## config.mk

```make
export PLATFORM = sky130hd
export DESIGN_NAME = adam_ctrl
export DESIGN_NICKNAME = d
export VERILOG_FILES = /design/src/sv/adam_pkg.sv /design/src/sv/adam_ctrl.sv
export SDC_FILE = /design/constraint.sdc
export NUM_CORES = 1
export LEC_CHECK = 0
export BUFFER_PORTS_ARGS = -buffer_cell sky130_fd_sc_hd__clkbuf_2
export CAP_MARGIN = 20
export CORE_MARGIN = 2
export CORE_UTILIZATION = 49
export DETAILED_ROUTE_END_ITERATION = 6
export GPL_ROUTABILITY_DRIVEN = 1
export GPL_TIMING_DRIVEN = 0
export PLACE_DENSITY = 0.75
export SLEW_MARGIN = 20
export SYNTH_ARGS = -nofsm -noshare
export SYNTH_HDL_FRONTEND = slang
export SYNTH_SLANG_ARGS = --single-unit
```

## constraint.sdc

```tcl
create_clock -name clk -period 2.8 [get_ports clk]
set_clock_uncertainty 0.2 [all_clocks]
set_input_delay 0.56 -clock clk [delete_from_list [all_inputs] [get_ports clk]]
set_output_delay 0.56 -clock clk [all_outputs]
set_load 0.02 [all_outputs]
```

## src/sv/adam_pkg.sv

```systemverilog
// Shared constants, types and command/status structs for the Adam update block.
package adam_pkg;

  // Moment store geometry
  localparam int PARAM_COUNT = 4096;
  localparam int IDX_W       = $clog2(PARAM_COUNT);

  // Field widths
  localparam int DATA_W  = 32;
  localparam int MOM2_W  = 64;
  localparam int POW_W   = 33;
  localparam int CIDX_W  = 8;

  // Fixed-point constants
  localparam logic [POW_W-1:0] ONE_Q32 = 33'h1_0000_0000;

  // Configuration register indexes
  localparam logic [CIDX_W-1:0] REG_BETA_ONE       = 8'd0;
  localparam logic [CIDX_W-1:0] REG_BETA_TWO       = 8'd1;
  localparam logic [CIDX_W-1:0] REG_STEP_SIZE      = 8'd2;
  localparam logic [CIDX_W-1:0] REG_STABILITY_TERM = 8'd3;

  // Configuration reset values
  localparam logic [DATA_W-1:0] BETA_ONE_RST  = 32'd3865470566;
  localparam logic [DATA_W-1:0] BETA_TWO_RST  = 32'd4290672328;
  localparam logic [DATA_W-1:0] STEP_SIZE_RST = 32'd4294967;
  localparam logic [DATA_W-1:0] STAB_RST      = 32'd43;

  // Long divider geometry
  localparam int DVD_W = 96;
  localparam int DSR_W = 41;
  localparam int QUO_W = 64;
  localparam int CNT_W = 7;
  localparam logic [CNT_W-1:0] THR_BIAS  = 7'd64;
  localparam logic [CNT_W-1:0] THR_FINAL = 7'd40;

  // Multiplier operand selects
  typedef enum logic [3:0] {
    MS_NONE, MS_P1, MS_P2, MS_MB, MS_GC, MS_GG,
    MS_VL, MS_VH, MS_QL, MS_QH, MS_SL, MS_SH
  } mul_sel_t;

  // Use of the registered product
  typedef enum logic [2:0] {
    U_NONE, U_P1, U_P2, U_GG, U_ACC_LD, U_ACC_ADD, U_ACC_ADD32
  } use_sel_t;

  // Divider job
  typedef enum logic [1:0] {
    DV_M, DV_V, DV_F
  } div_sel_t;

  typedef struct packed {
    logic     accept;
    logic     cap_mem;
    mul_sel_t mul_sel;
    use_sel_t use_sel;
    logic     cap_m;
    logic     wr_mem;
    logic     clr_step;
    div_sel_t div_sel;
    logic     div_start;
    logic     div_load;
    logic     div_skip;
    logic     sqrt_start;
    logic     sqrt_load;
    logic     den_load;
    logic     out_load;
  } cmd_t;

  typedef struct packed {
    logic p1_one;
    logic p2_one;
    logic den_zero;
    logic div_done;
    logic sqrt_done;
    logic clear_last;
    logic out_free;
  } stat_t;

endpackage

```

## src/sv/adam_ctrl.sv

```systemverilog
// Adam controller: sequences clear pass, multiplies, divisions and root per item.
module adam_ctrl (
  input  logic            clk,
  input  logic            rst,
  input  logic            in_valid,
  output logic            in_stall,
  input  adam_pkg::stat_t stat,
  output adam_pkg::cmd_t  cmd
);

  typedef enum logic [24:0] {
    ST_CLEAR = 25'h0000001,
    ST_IDLE  = 25'h0000002,
    ST_POW1  = 25'h0000004,
    ST_POW2  = 25'h0000008,
    ST_MB    = 25'h0000010,
    ST_GC    = 25'h0000020,
    ST_GG    = 25'h0000040,
    ST_VL    = 25'h0000080,
    ST_VH    = 25'h0000100,
    ST_QL    = 25'h0000200,
    ST_QH    = 25'h0000400,
    ST_VSUM  = 25'h0000800,
    ST_WB    = 25'h0001000,
    ST_MHAT  = 25'h0002000,
    ST_DIVM  = 25'h0004000,
    ST_VHAT  = 25'h0008000,
    ST_DIVV  = 25'h0010000,
    ST_ROOT  = 25'h0020000,
    ST_SQW   = 25'h0040000,
    ST_SL    = 25'h0080000,
    ST_SH    = 25'h0100000,
    ST_PSUM  = 25'h0200000,
    ST_FDIV  = 25'h0400000,
    ST_DIVF  = 25'h0800000,
    ST_FIN   = 25'h1000000
  } state_t;

  state_t state, state_next;

  assign in_stall = state != ST_IDLE;

  // Hold state
  always_ff @(posedge clk) begin
    if (rst) begin
      state <= ST_CLEAR;
    end else begin
      state <= state_next;
    end
  end

  // Advance through the update sequence
  always_comb begin
    cmd        = '0;
    state_next = state;
    case (state)
      ST_CLEAR: begin
        cmd.clr_step = 1'b1;
        if (stat.clear_last) state_next = ST_IDLE;
      end
      ST_IDLE: begin
        if (in_valid) begin
          cmd.accept = 1'b1;
          state_next = ST_POW1;
        end
      end
      ST_POW1: begin
        cmd.cap_mem = 1'b1;
        cmd.mul_sel = adam_pkg::MS_P1;
        state_next  = ST_POW2;
      end
      ST_POW2: begin
        cmd.use_sel = adam_pkg::U_P1;
        cmd.mul_sel = adam_pkg::MS_P2;
        state_next  = ST_MB;
      end
      ST_MB: begin
        cmd.use_sel = adam_pkg::U_P2;
        cmd.mul_sel = adam_pkg::MS_MB;
        state_next  = ST_GC;
      end
      ST_GC: begin
        cmd.use_sel = adam_pkg::U_ACC_LD;
        cmd.mul_sel = adam_pkg::MS_GC;
        state_next  = ST_GG;
      end
      ST_GG: begin
        cmd.use_sel = adam_pkg::U_ACC_ADD;
        cmd.mul_sel = adam_pkg::MS_GG;
        state_next  = ST_VL;
      end
      ST_VL: begin
        cmd.use_sel = adam_pkg::U_GG;
        cmd.cap_m   = 1'b1;
        cmd.mul_sel = adam_pkg::MS_VL;
        state_next  = ST_VH;
      end
      ST_VH: begin
        cmd.use_sel = adam_pkg::U_ACC_LD;
        cmd.mul_sel = adam_pkg::MS_VH;
        state_next  = ST_QL;
      end
      ST_QL: begin
        cmd.use_sel = adam_pkg::U_ACC_ADD32;
        cmd.mul_sel = adam_pkg::MS_QL;
        state_next  = ST_QH;
      end
      ST_QH: begin
        cmd.use_sel = adam_pkg::U_ACC_ADD;
        cmd.mul_sel = adam_pkg::MS_QH;
        state_next  = ST_VSUM;
      end
      ST_VSUM: begin
        cmd.use_sel = adam_pkg::U_ACC_ADD32;
        state_next  = ST_WB;
      end
      ST_WB: begin
        cmd.wr_mem = 1'b1;
        state_next = ST_MHAT;
      end
      ST_MHAT: begin
        cmd.div_sel = adam_pkg::DV_M;
        if (stat.p1_one) begin
          cmd.div_skip = 1'b1;
          state_next   = ST_VHAT;
        end else begin
          cmd.div_start = 1'b1;
          state_next    = ST_DIVM;
        end
      end
      ST_DIVM: begin
        cmd.div_sel = adam_pkg::DV_M;
        if (stat.div_done) begin
          cmd.div_load = 1'b1;
          state_next   = ST_VHAT;
        end
      end
      ST_VHAT: begin
        cmd.div_sel = adam_pkg::DV_V;
        if (stat.p2_one) begin
          cmd.div_skip = 1'b1;
          state_next   = ST_ROOT;
        end else begin
          cmd.div_start = 1'b1;
          state_next    = ST_DIVV;
        end
      end
      ST_DIVV: begin
        cmd.div_sel = adam_pkg::DV_V;
        if (stat.div_done) begin
          cmd.div_load = 1'b1;
          state_next   = ST_ROOT;
        end
      end
      ST_ROOT: begin
        cmd.sqrt_start = 1'b1;
        state_next     = ST_SQW;
      end
      ST_SQW: begin
        if (stat.sqrt_done) begin
          cmd.sqrt_load = 1'b1;
          state_next    = ST_SL;
        end
      end
      ST_SL: begin
        cmd.mul_sel = adam_pkg::MS_SL;
        state_next  = ST_SH;
      end
      ST_SH: begin
        cmd.use_sel = adam_pkg::U_ACC_LD;
        cmd.mul_sel = adam_pkg::MS_SH;
        state_next  = ST_PSUM;
      end
      ST_PSUM: begin
        cmd.use_sel  = adam_pkg::U_ACC_ADD32;
        cmd.den_load = 1'b1;
        state_next   = ST_FDIV;
      end
      ST_FDIV: begin
        cmd.div_sel = adam_pkg::DV_F;
        if (stat.den_zero) begin
          cmd.div_skip = 1'b1;
          state_next   = ST_FIN;
        end else begin
          cmd.div_start = 1'b1;
          state_next    = ST_DIVF;
        end
      end
      ST_DIVF: begin
        cmd.div_sel = adam_pkg::DV_F;
        if (stat.div_done) begin
          cmd.div_load = 1'b1;
          state_next   = ST_FIN;
        end
      end
      ST_FIN: begin
        if (stat.out_free) begin
          cmd.out_load = 1'b1;
          state_next   = ST_IDLE;
        end
      end
      default: begin
        state_next = ST_IDLE;
      end
    endcase
  end

endmodule

```

Yosys cells after proc, flatten, opt, wreduce, memory -nomap -nowiden --
Cells that the tools add are included.
Storage, ports and cells: output and inout bits 22, word-level logic and storage cells 77, bits of input ports 10, bits in registers 25
Operators by class: reductions and logical operators 7, multiplexer cells 36, eq/ne operators 33
Operators with widths (count):
- one-hot mux 25 bit (25 select lines) | 1
- two-way mux 25 bit | 8
- one-hot mux 4 bit (11 select lines) | 1
- equality test 25 x 1 -> 1 bit (second input constant) | 1
- equality test 25 x 10 -> 1 bit (second input constant) | 1
- equality test 25 x 11 -> 1 bit (second input constant) | 1
- equality test 25 x 12 -> 1 bit (second input constant) | 1
- equality test 25 x 13 -> 1 bit (second input constant) | 1
- equality test 25 x 14 -> 1 bit (second input constant) | 1
- equality test 25 x 15 -> 1 bit (second input constant) | 1
- equality test 25 x 16 -> 1 bit (second input constant) | 1
- equality test 25 x 17 -> 1 bit (second input constant) | 1
- equality test 25 x 18 -> 1 bit (second input constant) | 1
- equality test 25 x 19 -> 1 bit (second input constant) | 1
- equality test 25 x 2 -> 1 bit (second input constant) | 1
- equality test 25 x 20 -> 1 bit (second input constant) | 1
- equality test 25 x 21 -> 1 bit (second input constant) | 1
- equality test 25 x 22 -> 1 bit (second input constant) | 1
- equality test 25 x 23 -> 1 bit (second input constant) | 1
- equality test 25 x 24 -> 1 bit (second input constant) | 1
- equality test 25 bit (second input constant) | 1
- equality test 25 x 3 -> 1 bit (second input constant) | 1
- equality test 25 x 4 -> 1 bit (second input constant) | 1
- equality test 25 x 5 -> 1 bit (second input constant) | 1
- other kinds (15) | 45

Longest topological paths before layout --
Gate-level depths: netlist of run 1.
depth in word-level cells 3, mapped depth 10, gate-level depth less buffers 7

Worst setup path before layout of run 1 --
Ideal clock, no wire load.
path kind register to output, start reg state[9], end out cmd[4] in the netlist's numbering, setup slack -0.306 ns, arrival time 2.346 ns, stages on the path, launching flop included 7, data required time 2.040 ns, cells stage by stage dfxtp_1 or4_4 or4_4 or3_4 nor4b_4 nand2_1 o211ai_1
RTL lines:
- start: declaration | line adam_ctrl.sv:39 | state_t state, state_next;
- start signal: assignment | line adam_ctrl.sv:48 | state <= state_next;
- end: declaration | line adam_ctrl.sv:8 | output adam_pkg::cmd_t cmd

==> results of run 1 <==
-- repair_timing --
item                                    CTS  global route
gates resized for setup                  60            66
endpoints found under the setup margin   32            45
gates cloned                              0             1
pin swaps                                20            26
buffers inserted                         42            25
-- routing by layer --
metal	global-route usage	up-vias
li1	-	920
met1	0.3482	1038
met2	0.5699	238
met3	0.07353	93
met4	0.1125	0
met5	0	-
-- final cells by class --
type	instances	area (um2)
Buffer	5	40.04
Clock buffer	3	22.52
Tap cell	44	55.05
Timing Repair Buffer	88	823.3
Clock inverter	1	8.758
Inverter	6	27.53
Sequential cell	25	520.5
Multi-Input combinational cell	161	1341
Fill cell	124	264.0
-- synth_stat cells, types with 2 or more instances --
| cell | number |
|---|---|
| nand2_1 | 9 |
| xnor2_1 | 3 |
| and3_1 | 3 |
| or2_2 | 2 |
| dfxtp_1 | 25 |
| nor3b_1 | 2 |
| o211ai_1 | 3 |
| nor2b_1 | 6 |
| inv_1 | 6 |
| or4_4 | 5 |
| or3_1 | 4 |
| nor4_1 | 2 |
| nor2_1 | 32 |
| a21oi_1 | 8 |
| nand2b_1 | 7 |
| nand4_1 | 7 |
| and4b_1 | 2 |
| or2b_1 | 2 |
| nor4b_4 | 2 |
| o21ai_0 | 5 |
| nor3_1 | 9 |
| buf_2 | 3 |
| nor4b_1 | 8 |
| nand3_1 | 16 |
-- worst min-delay path, cell delays in order --
cell and delay (ns):
clkbuf_2 0.09, nand2_1 0.08, a21oi_1 0.08
-- worst max path at each step --
stage | depth (start not counted) | from | slack (ns) | to
after global placement | 7 | state[8] | -0.47 | cmd[6]
after global routing | 19 | state[9] | -1.08 | state[19]
after CTS | 7 | state[6] | -0.76 | cmd[4]
final | 8 | state[1] | -0.95 | cmd[4]
after floorplan | 6 | state[8] | -0.30 | cmd[4]
after detailed placement | 7 | state[8] | -0.48 | cmd[6]
-- power groups by stage --
stage	combinational (mW)	sequential [mW]	clock, mW
floorplan	0.0904	0.373	0
global placement	0.125	0.374	0
detailed placement	0.126	0.374	0
CTS	0.193	0.364	0.184
global route	0.299	0.366	0.203
finish	0.283	0.367	0.196
-- logic make-up (layout without fill, tap and decap cells) --
kind of cell              Yosys count  after routing  synth area share
xor gates and xnor gates            4              4           0.02154
AOI/OAI and AO/OA                  25             25            0.1123
buffers and inverters              12            103           0.03692
and+or+nand+nor                   132            132            0.5215
DFF                                25             25            0.3077
-- stage by stage --
step | std cells | util | setup WS [ns] | setup TNS, ns
after floorplan | 198 | - | -0.2976 | -1.020
after global placement | 272 | 0.6069 | -0.4660 | -3.755
after detailed placement | 272 | 0.6069 | -0.4837 | -3.790
after CTS | 317 | 0.7891 | -0.7611 | -10.95
after global routing | 333 | 0.9149 | -1.080 | -23.16
final | 333 | 0.9149 | -0.9515 | -20.25
==> flow_metrics.py, run 1 <==
metrics = {
    "die": {
        "die-area_mm2": 0.003796,
        "num_rows": 20,
        "core-area_mm2": 0.003103,
        "die_h_um": 61.62,
        "io_pins": 32,
        "die_w_um": 61.62,
        "start_util": 0.5242,
    },
    "drt": {
        "vias": 2289,
        "vias_per_cell": 6.874,
        "drc": 1,
        "wl_um": 8203,
        "wl_met3_um": 844,
        "wl_met1_um": 2765,
        "wl_per_cell_um": 24.63,
        "drt-initial-drc-count": 392,
        "routed.top_layer": "met4",
        "wl_met2_um": 3911,
        "first_pass_iters": 7,
        "drtAntennaViolNets": 0,
    },
    "status": {
        "outcome": "finished with violations",
        "violations": "design-rule violations, negative setup slack",
    },
    "cts": {
        "cts_buffer_depth": 2,
        "clock_latency_ns": 0.37,
        "h-tree-depth": 1,
        "cts_root_buffer": "clkbuf_4",
        "cts_hold_buf": 0,
        "cts_buffers": 3,
        "clock-sinks": 25,
        "cts_tree": "yes",
        "path_clk_slew_ns": 0.17,
    },
    "sta": {
        "setup_slack_ns": -0.9515,
        "drv_slew": 0,
        "setup_viol": 46,
        "finalCritPeriodShare": 1.340,
        "rsz0062_at_grt": "yes",
        "hold_viol": 0,
        "slew_headroom": 0.4552,
        "worstMarginPinSlew_ns": 0.8097,
        "holdWs_ns": 0.2856,
        "min_period_ns": 3.751,
        "fmax_ghz": 0.2666,
    },
    "global_route": {
        "antenna_found_initial": 0,
        "overflow": 0,
        "grt_pass1_wl_um": 8562,
        "grt_usage": 0.3115,
        "grt_max_degree": 17,
        "first_global_vias": 1798,
    },
    "min_path": {
        "min_path_cells": 3,
        "whs_endpoint": "state[15]",
        "hp-start": "stat[6]",
        "hp-class": "in2reg",
    },
    "critical_path": {
        "crit_fanout": 6,
        "reg2reg_slack_ns": -0.83,
        "path_class": "reg2out",
        "path_cells": "or4_1 > buf_2 > or2_2 > or3_4 > nor4b_4 > nand2_1 > o211ai_1 > buf_4",
        "r2r-end": "state[19]",
        "r2r_start": "state[9]",
        "critPathSlowestCell": "or4_1",
        "rr_worst_depth": 19,
        "crit_required_ns": 2.04,
        "path_delay_family": "simple AND/OR/NAND/NOR gates",
        "worstSetupEndpointType": "primary output",
        "path_buf_inv": 2,
        "worstPathArrival_ns": 2.99,
        "worstSetupStartpointType": "flip-flop",
        "cpPeakStageDelay_ns": 0.57,
    },
    "layout": {
        "final_cell_mix": "buf_4, nor2_1, buf_6, dfxtp_1",
        "area_delta_synth_final_pct": 74.54,
        "reg.largest.list": "state x25",
        "final_layout_size_suffix_gt1_frac": 0.5606,
        "regMostFlops": "state",
        "stdcell_area_mm2": 0.002839,
        "layout_commonest_cell": "buf_4",
        "largest_reg_flops": 25,
        "nets": 300,
        "insertedDiodeCount": 0,
    },
    "synthesis": {
        "synth.distinct_cells": 51,
        "async_flop_share": 0,
        "synth-seq-cells": 25,
        "synth_edf_count": 0,
        "syn_area_mm2": 0.001627,
        "seq_area_frac_synth": 0.3077,
        "yosysWarnings": 0,
        "yosys-top-cells-area": "dfxtp_1, nor2_1, nand3_1",
        "syn-num-nets": 208,
        "postSynthCellCount": 198,
        "post-synth-top-area-cell": "dfxtp_1",
        "synth_top_area_share": 0.3077,
        "synth-main-ff-cell": "dfxtp_1",
        "avgSynthCellArea_um2": 8.215,
    },
    "power_and_ir_drop": {
        "pwr-share-clk": 0.232,
        "power_mw": 0.8460,
        "power.leakage_nw": 1.211,
        "p_sw_frac": 0.3449,
        "ir_drop_mv": 0.5261,
        "p_sw_mw": 0.2918,
        "power_frac_comb": 0.334,
        "sequentialPowerShare": 0.433,
        "intPower_mw": 0.5542,
        "power.density_mw_per_mm2": 298.0,
    },
    "place": {
        "placed_area_mm2": 0.001883,
        "portBuffers": 30,
        "dp_hpwl_um": 3042,
        "gp_congestion": 0.8200,
    },
    "job": {
        "max_cap_violations": 0,
    },
}
Power figures use the tool's default switching activity.
==> inputs of run 2 (changes only) <==
Settings changed: BUFFER_PORTS_ARGS -buffer_cell sky130_fd_sc_hd__clkbuf_2 to default, CORE_MARGIN 2 to 10, CORE_UTILIZATION 49 to 52, DONT_BUFFER_PORTS from default to 1, PLACE_DENSITY 0.75 to 0.7.
==> run 2 against run 1 <==
The run ends with negative setup slack left; non-clock buffer count fell by 40; final area fell by 12%; die area rose by 52%; flip-flop and latch count did not move; via count fell by 20%; utilization fell by 8.6 points; combinational power fell by 24%; clock power fell by 7%; sequential power barely moved; critical path depth fell by 2; wire length fell by 25%; maximum frequency rose by 5.1%; critical path type unchanged; largest power group unchanged.
==> flow_metrics.py, run 2 (synthesis gave the netlist of run 1 again) <==
metrics = {
    "status": {
        "outcome": "finished with violations",
        "violations": "negative setup slack",
    },
    "cts": {
        "cts_hold_buf": 0,
        "clock_latency_ns": 0.35,
        "cts_buffer_depth": 2,
        "clock-sinks": 25,
        "cts_tree": "yes",
        "path_clk_slew_ns": 0.16,
        "cts_buffers": 3,
        "cts_root_buffer": "clkbuf_4",
        "h-tree-depth": 1,
    },
    "global_route": {
        "grt_max_degree": 15,
        "first_global_vias": 1822,
        "antenna_found_initial": 0,
        "grt_pass1_wl_um": 9004,
        "grt_usage": 0.1848,
        "overflow": 0,
    },
    "sta": {
        "fmax_ghz": 0.2801,
        "setup_viol": 45,
        "slew_headroom": 0.5035,
        "setup_slack_ns": -0.7698,
        "min_period_ns": 3.570,
        "rsz0062_at_grt": "yes",
        "drv_slew": 0,
        "hold_viol": 0,
        "finalCritPeriodShare": 1.275,
        "worstMarginPinSlew_ns": 0.7379,
    },
    "layout": {
        "largest_reg_flops": 25,
        "layout_commonest_cell": "buf_4",
        "nets": 260,
        "fillCellCount": 160,
        "regMostFlops": "state",
        "reg.largest.list": "state x25",
        "final_cell_mix": "buf_4, nor2_1, dfxtp_1",
        "insertedDiodeCount": 0,
        "area_delta_synth_final_pct": 54.31,
        "final_layout_size_suffix_gt1_frac": 0.5221,
    },
    "power_and_ir_drop": {
        "power_mw": 0.7645,
        "power_frac_comb": 0.282,
        "intPower_mw": 0.5139,
        "power.density_mw_per_mm2": 304.6,
        "p_sw_mw": 0.2507,
        "pwr-share-clk": 0.240,
        "ir_drop_mv": 0.2407,
        "sequentialPowerShare": 0.479,
        "p_sw_frac": 0.3279,
        "power.leakage_nw": 0.9855,
    },
    "drt": {
        "drt-initial-drc-count": 244,
        "drc": 0,
        "drtAntennaViolNets": 0,
        "vias_per_cell": 6.280,
        "vias": 1840,
        "first_pass_iters": 4,
        "wl_um": 6149,
        "wl_per_cell_um": 20.99,
    },
    "die": {
        "io_pins": 32,
        "core-area_mm2": 0.003028,
        "die_h_um": 75.93,
        "die-area_mm2": 0.005765,
        "die_w_um": 75.93,
        "num_rows": 20,
        "start_util": 0.5372,
    },
    "critical_path": {
        "crit_required_ns": 2.04,
        "worstPathArrival_ns": 2.81,
        "rr_worst_depth": 12,
        "worstSetupStartpointType": "flip-flop",
        "worstSetupEndpointType": "primary output",
        "crit_fanout": 4,
        "path_class": "reg2out",
    },
    "place": {
        "place_ws_ns": -0.4384,
        "gp_congestion": 0.8189,
        "dp_hpwl_um": 3328,
        "portBuffers": 0,
    },
    "min_path": {
        "min_path_cells": 2,
        "hp-class": "in2reg",
    },
    "job": {
        "max_cap_violations": 0,
    },
}
[run 2: area by class of cell]
| type | count | area (um2) | area share |
|---|---|---|---|
| Sequential cell | 25 | 519.2 | 0.2069 |
| Tap cell | 44 | 55.05 | 0.02193 |
| Timing Repair Buffer | 48 | 422.9 | 0.1685 |
| Inverter | 6 | 27.53 | 0.01097 |
| Clock inverter | 1 | 5.005 | 0.001994 |
| Multi-Input combinational cell | 161 | 1415 | 0.5638 |
| Clock buffer | 3 | 22.52 | 0.008973 |
| Buffer | 5 | 42.54 | 0.01695 |
[run 2: what timing repair did]
item / in CTS / in global routing
gates resized for setup: 72 / 20
endpoints found under the setup margin: 33 / 45
buffers inserted: 31 / 17
pin swaps: 30 / 23
cloned: 1 / 0
[run 2: stage by stage]
step	util	setup TNS [ns]	cells	area, um2	hold WS [ns]
4_1_cts	0.7661	-8.668	277	2320	0.1769
6_report	0.8289	-14.32	293	2510	0.1904
3_3_place_gp	0.5723	-3.158	242	1733	0.3042
3_5_place_dp	0.5723	-3.708	242	1733	0.3178
5_1_grt	0.8289	-17.45	293	2510	0.1919
2_1_floorplan	-	-1.020	198	1678	0.2832
[run 2: routing by layer]
layer | share of wire | track usage
met1 | 0.38 | 0.2053
met5 | 0 | 0
met3 | 0.078 | 0.05660
met4 | 0.047 | 0.08712
met2 | 0.49 | 0.3129
[run 2: worst max-delay path, cell delays in order, from the launching register on]
cell	delay, ns
dfxtp_2	0.37
or4_4	0.55
or4_4	0.54
or3_4	0.40
nor4b_4	0.24
nand2_1	0.11
o211ai_1	0.26
[run 2: path summary, 6_finish.rpt]
check	startpoint	to	slack, ns
setup / recovery	state[20]	cmd[4]	-0.77
hold / removal	stat[1]	state[0]	0.19
setup reg to reg	state[20]	state[11]	-0.27
hold reg to reg	state[1]	state[1]	0.39
[run 2: power by group through the flow]
| stage | clock network (mW) | registers [mW] | logic [mW] |
|---|---|---|---|
| 2_1_floorplan | 0 | 0.373 | 0.0904 |
| 3_3_place_gp | 0 | 0.374 | 0.111 |
| 3_5_place_dp | 0 | 0.374 | 0.112 |
| 4_1_cts | 0.167 | 0.365 | 0.180 |
| 5_1_grt | 0.194 | 0.367 | 0.228 |
| 6_report | 0.183 | 0.366 | 0.215 |
==> inputs of run 3 (changes only) <==
Settings changed: PLACE_DENSITY 0.7 to default, PLACE_DENSITY_LB_ADDON from default to 0.15.
==> run 3 against run 2 <==
The flow still finishes with violations (negative setup slack); wire length shrank 12%; power down 4.0%; cell count decreased by 3.8%; critical endpoint is now cmd[10]; highest routed layer unchanged.
==> flow_metrics.py, run 3 (synthesis gave the netlist of run 1 again) <==
metrics = {
    "status": {
        "outcome": "finished with violations",
        "violations": "negative setup slack",
    },
    "min_path": {
        "hp-class": "in2reg",
        "whs_endpoint": "state[24]",
        "hp-start": "stat[0]",
        "min_path_cells": 2,
    },
    "power_and_ir_drop": {
        "power.density_mw_per_mm2": 312.7,
        "power.leakage_nw": 0.8953,
        "ir_drop_mv": 0.3074,
        "power_mw": 0.7337,
    },
    "critical_path": {
        "cpPeakStageDelay_ns": 0.53,
        "rr_worst_depth": 13,
        "worstSetupStartpointType": "flip-flop",
        "crit_required_ns": 2.04,
        "critPathSlowestCell": "or4_4",
        "r2r-end": "state[15]",
        "crit_fanout": 2,
        "worst_path_most_repeated_cell": "or4_4",
        "reg2reg_slack_ns": -0.30,
        "path_cells": "or4_4 > or4_4 > or3_4 > buf_4 > nor4b_4",
        "path_class": "reg2out",
        "worstPathArrival_ns": 2.79,
        "r2r_start": "state[6]",
        "worstSetupEndpointType": "primary output",
        "path_delay_family": "simple AND/OR/NAND/NOR gates",
        "path_buf_inv": 1,
    },
    "die": {
        "core-area_mm2": 0.003028,
        "die-area_mm2": 0.005765,
        "num_rows": 20,
        "die_h_um": 75.93,
        "die_w_um": 75.93,
        "io_pins": 32,
        "start_util": 0.5372,
    },
    "sta": {
        "setup_viol": 45,
        "min_period_ns": 3.549,
        "worstMarginPinSlew_ns": 0.7799,
        "slew_headroom": 0.4752,
        "fmax_ghz": 0.2818,
        "setup_slack_ns": -0.7489,
        "drv_slew": 0,
        "hold_viol": 0,
        "rsz0062_at_grt": "yes",
        "finalCritPeriodShare": 1.267,
    },
    "cts": {
        "cts_buffers": 3,
        "path_clk_slew_ns": 0.16,
        "cts_hold_buf": 0,
        "clock_latency_ns": 0.34,
        "cts_tree": "yes",
        "cts_root_buffer": "clkbuf_4",
        "cts_buffer_depth": 2,
        "h-tree-depth": 1,
        "clock-sinks": 25,
    },
    "layout": {
        "nets": 249,
        "final_cell_mix": "buf_4, nor2_1, dfxtp_1",
        "stdcell_count": 282,
        "reg.largest.list": "state x25",
        "area_delta_synth_final_pct": 44.23,
        "layout_commonest_cell": "buf_4",
        "utilization": 0.7748,
        "largest_reg_flops": 25,
        "regMostFlops": "state",
        "insertedDiodeCount": 0,
        "final_layout_size_suffix_gt1_frac": 0.4790,
    },
    "global_route": {
        "grt_usage": 0.1655,
        "first_global_vias": 1609,
        "grt_pass1_wl_um": 8135,
        "antenna_found_initial": 0,
        "overflow": 0,
        "grt_max_degree": 18,
    },
    "place": {
        "dp_cells": 242,
        "dp_hpwl_um": 3312,
        "gp_congestion": 0.8161,
        "portBuffers": 0,
        "place_ws_ns": -0.4404,
    },
    "drt": {
        "drc": 0,
        "vias_per_cell": 6.113,
        "wl_per_cell_um": 19.29,
        "first_pass_iters": 4,
        "drtAntennaViolNets": 0,
        "vias": 1724,
        "wl_um": 5440,
        "drt-initial-drc-count": 157,
    },
    "job": {
        "max_cap_violations": 0,
    },
}
-- run 3: cell types whose count changed in the layout (fill, tap and decap cells not counted), sizes merged --
cell	change
buf	-10
bufbuf	-1
clkinv	-1
clkinvlp	+1
-- run 3: worst max path at each step --
| stage | from | end | slack [ns] | depth (start not counted) |
|---|---|---|---|---|
| 3_3_place_gp | state[19] | cmd[14] | -0.41 | 6 |
| 2_1_floorplan | state[8] | cmd[4] | -0.30 | 6 |
| 4_1_cts | state[6] | cmd[4] | -0.73 | 6 |
| 5_1_grt | state[6] | cmd[4] | -0.85 | 6 |
| 6_report | state[6] | cmd[10] | -0.75 | 5 |
| 3_5_place_dp | state[19] | cmd[14] | -0.44 | 6 |
-- run 3: layer usage --
| metal | global-route usage | wire, um | up-vias |
|---|---|---|---|
| met3 | 0.04009 | 311 | 11 |
| met4 | 0.04924 | 90 | 0 |
| li1 | - | - | 818 |
| met2 | 0.2891 | 2902 | 62 |
| met5 | 0 | 0 | - |
| met1 | 0.1932 | 2135 | 833 |
-- run 3: where the power goes --
group | internal (mW) | switching (mW) | leakage (nW) | total [mW]
combinational | 0.0795 | 0.107 | 0.673 | 0.187
clock | 0.0549 | 0.128 | 0.0139 | 0.183
sequential | 0.359 | 0.00529 | 0.209 | 0.364
total | 0.493 | 0.240 | 0.895 | 0.734
-- run 3: metrics by stage --
step / hold WS [ns] / instance area, um2 / TNS, ns
after floorplan: 0.2832 / 1678 / -1.020
after global placement: 0.3063 / 1733 / -3.153
after detailed placement: 0.3180 / 1733 / -3.696
after CTS: 0.1749 / 2161 / -7.282
after global routing: 0.1558 / 2346 / -18.62
final: 0.1666 / 2346 / -15.55
-- run 3: what timing repair did --
item / CTS / global route
setup buffers: 24 / 13
setup endpoints to repair: 33 / 44
pin swaps: 27 / 13
hold endpoints to repair: 0 / 0
resized for setup: 59 / 25
gates cloned: 0 / 1
-- run 3: area by class of cell --
cell class              count  area [um2]
clock inverters             1       7.507
fillers                   193       681.9
clock buffers               3       22.52
flip-flops and latches     25       524.3
repair buffers             38       319.1
plain buffers               4       33.78
inverters                   6       27.53
multi-input cells         161        1356
well taps                  44       55.05
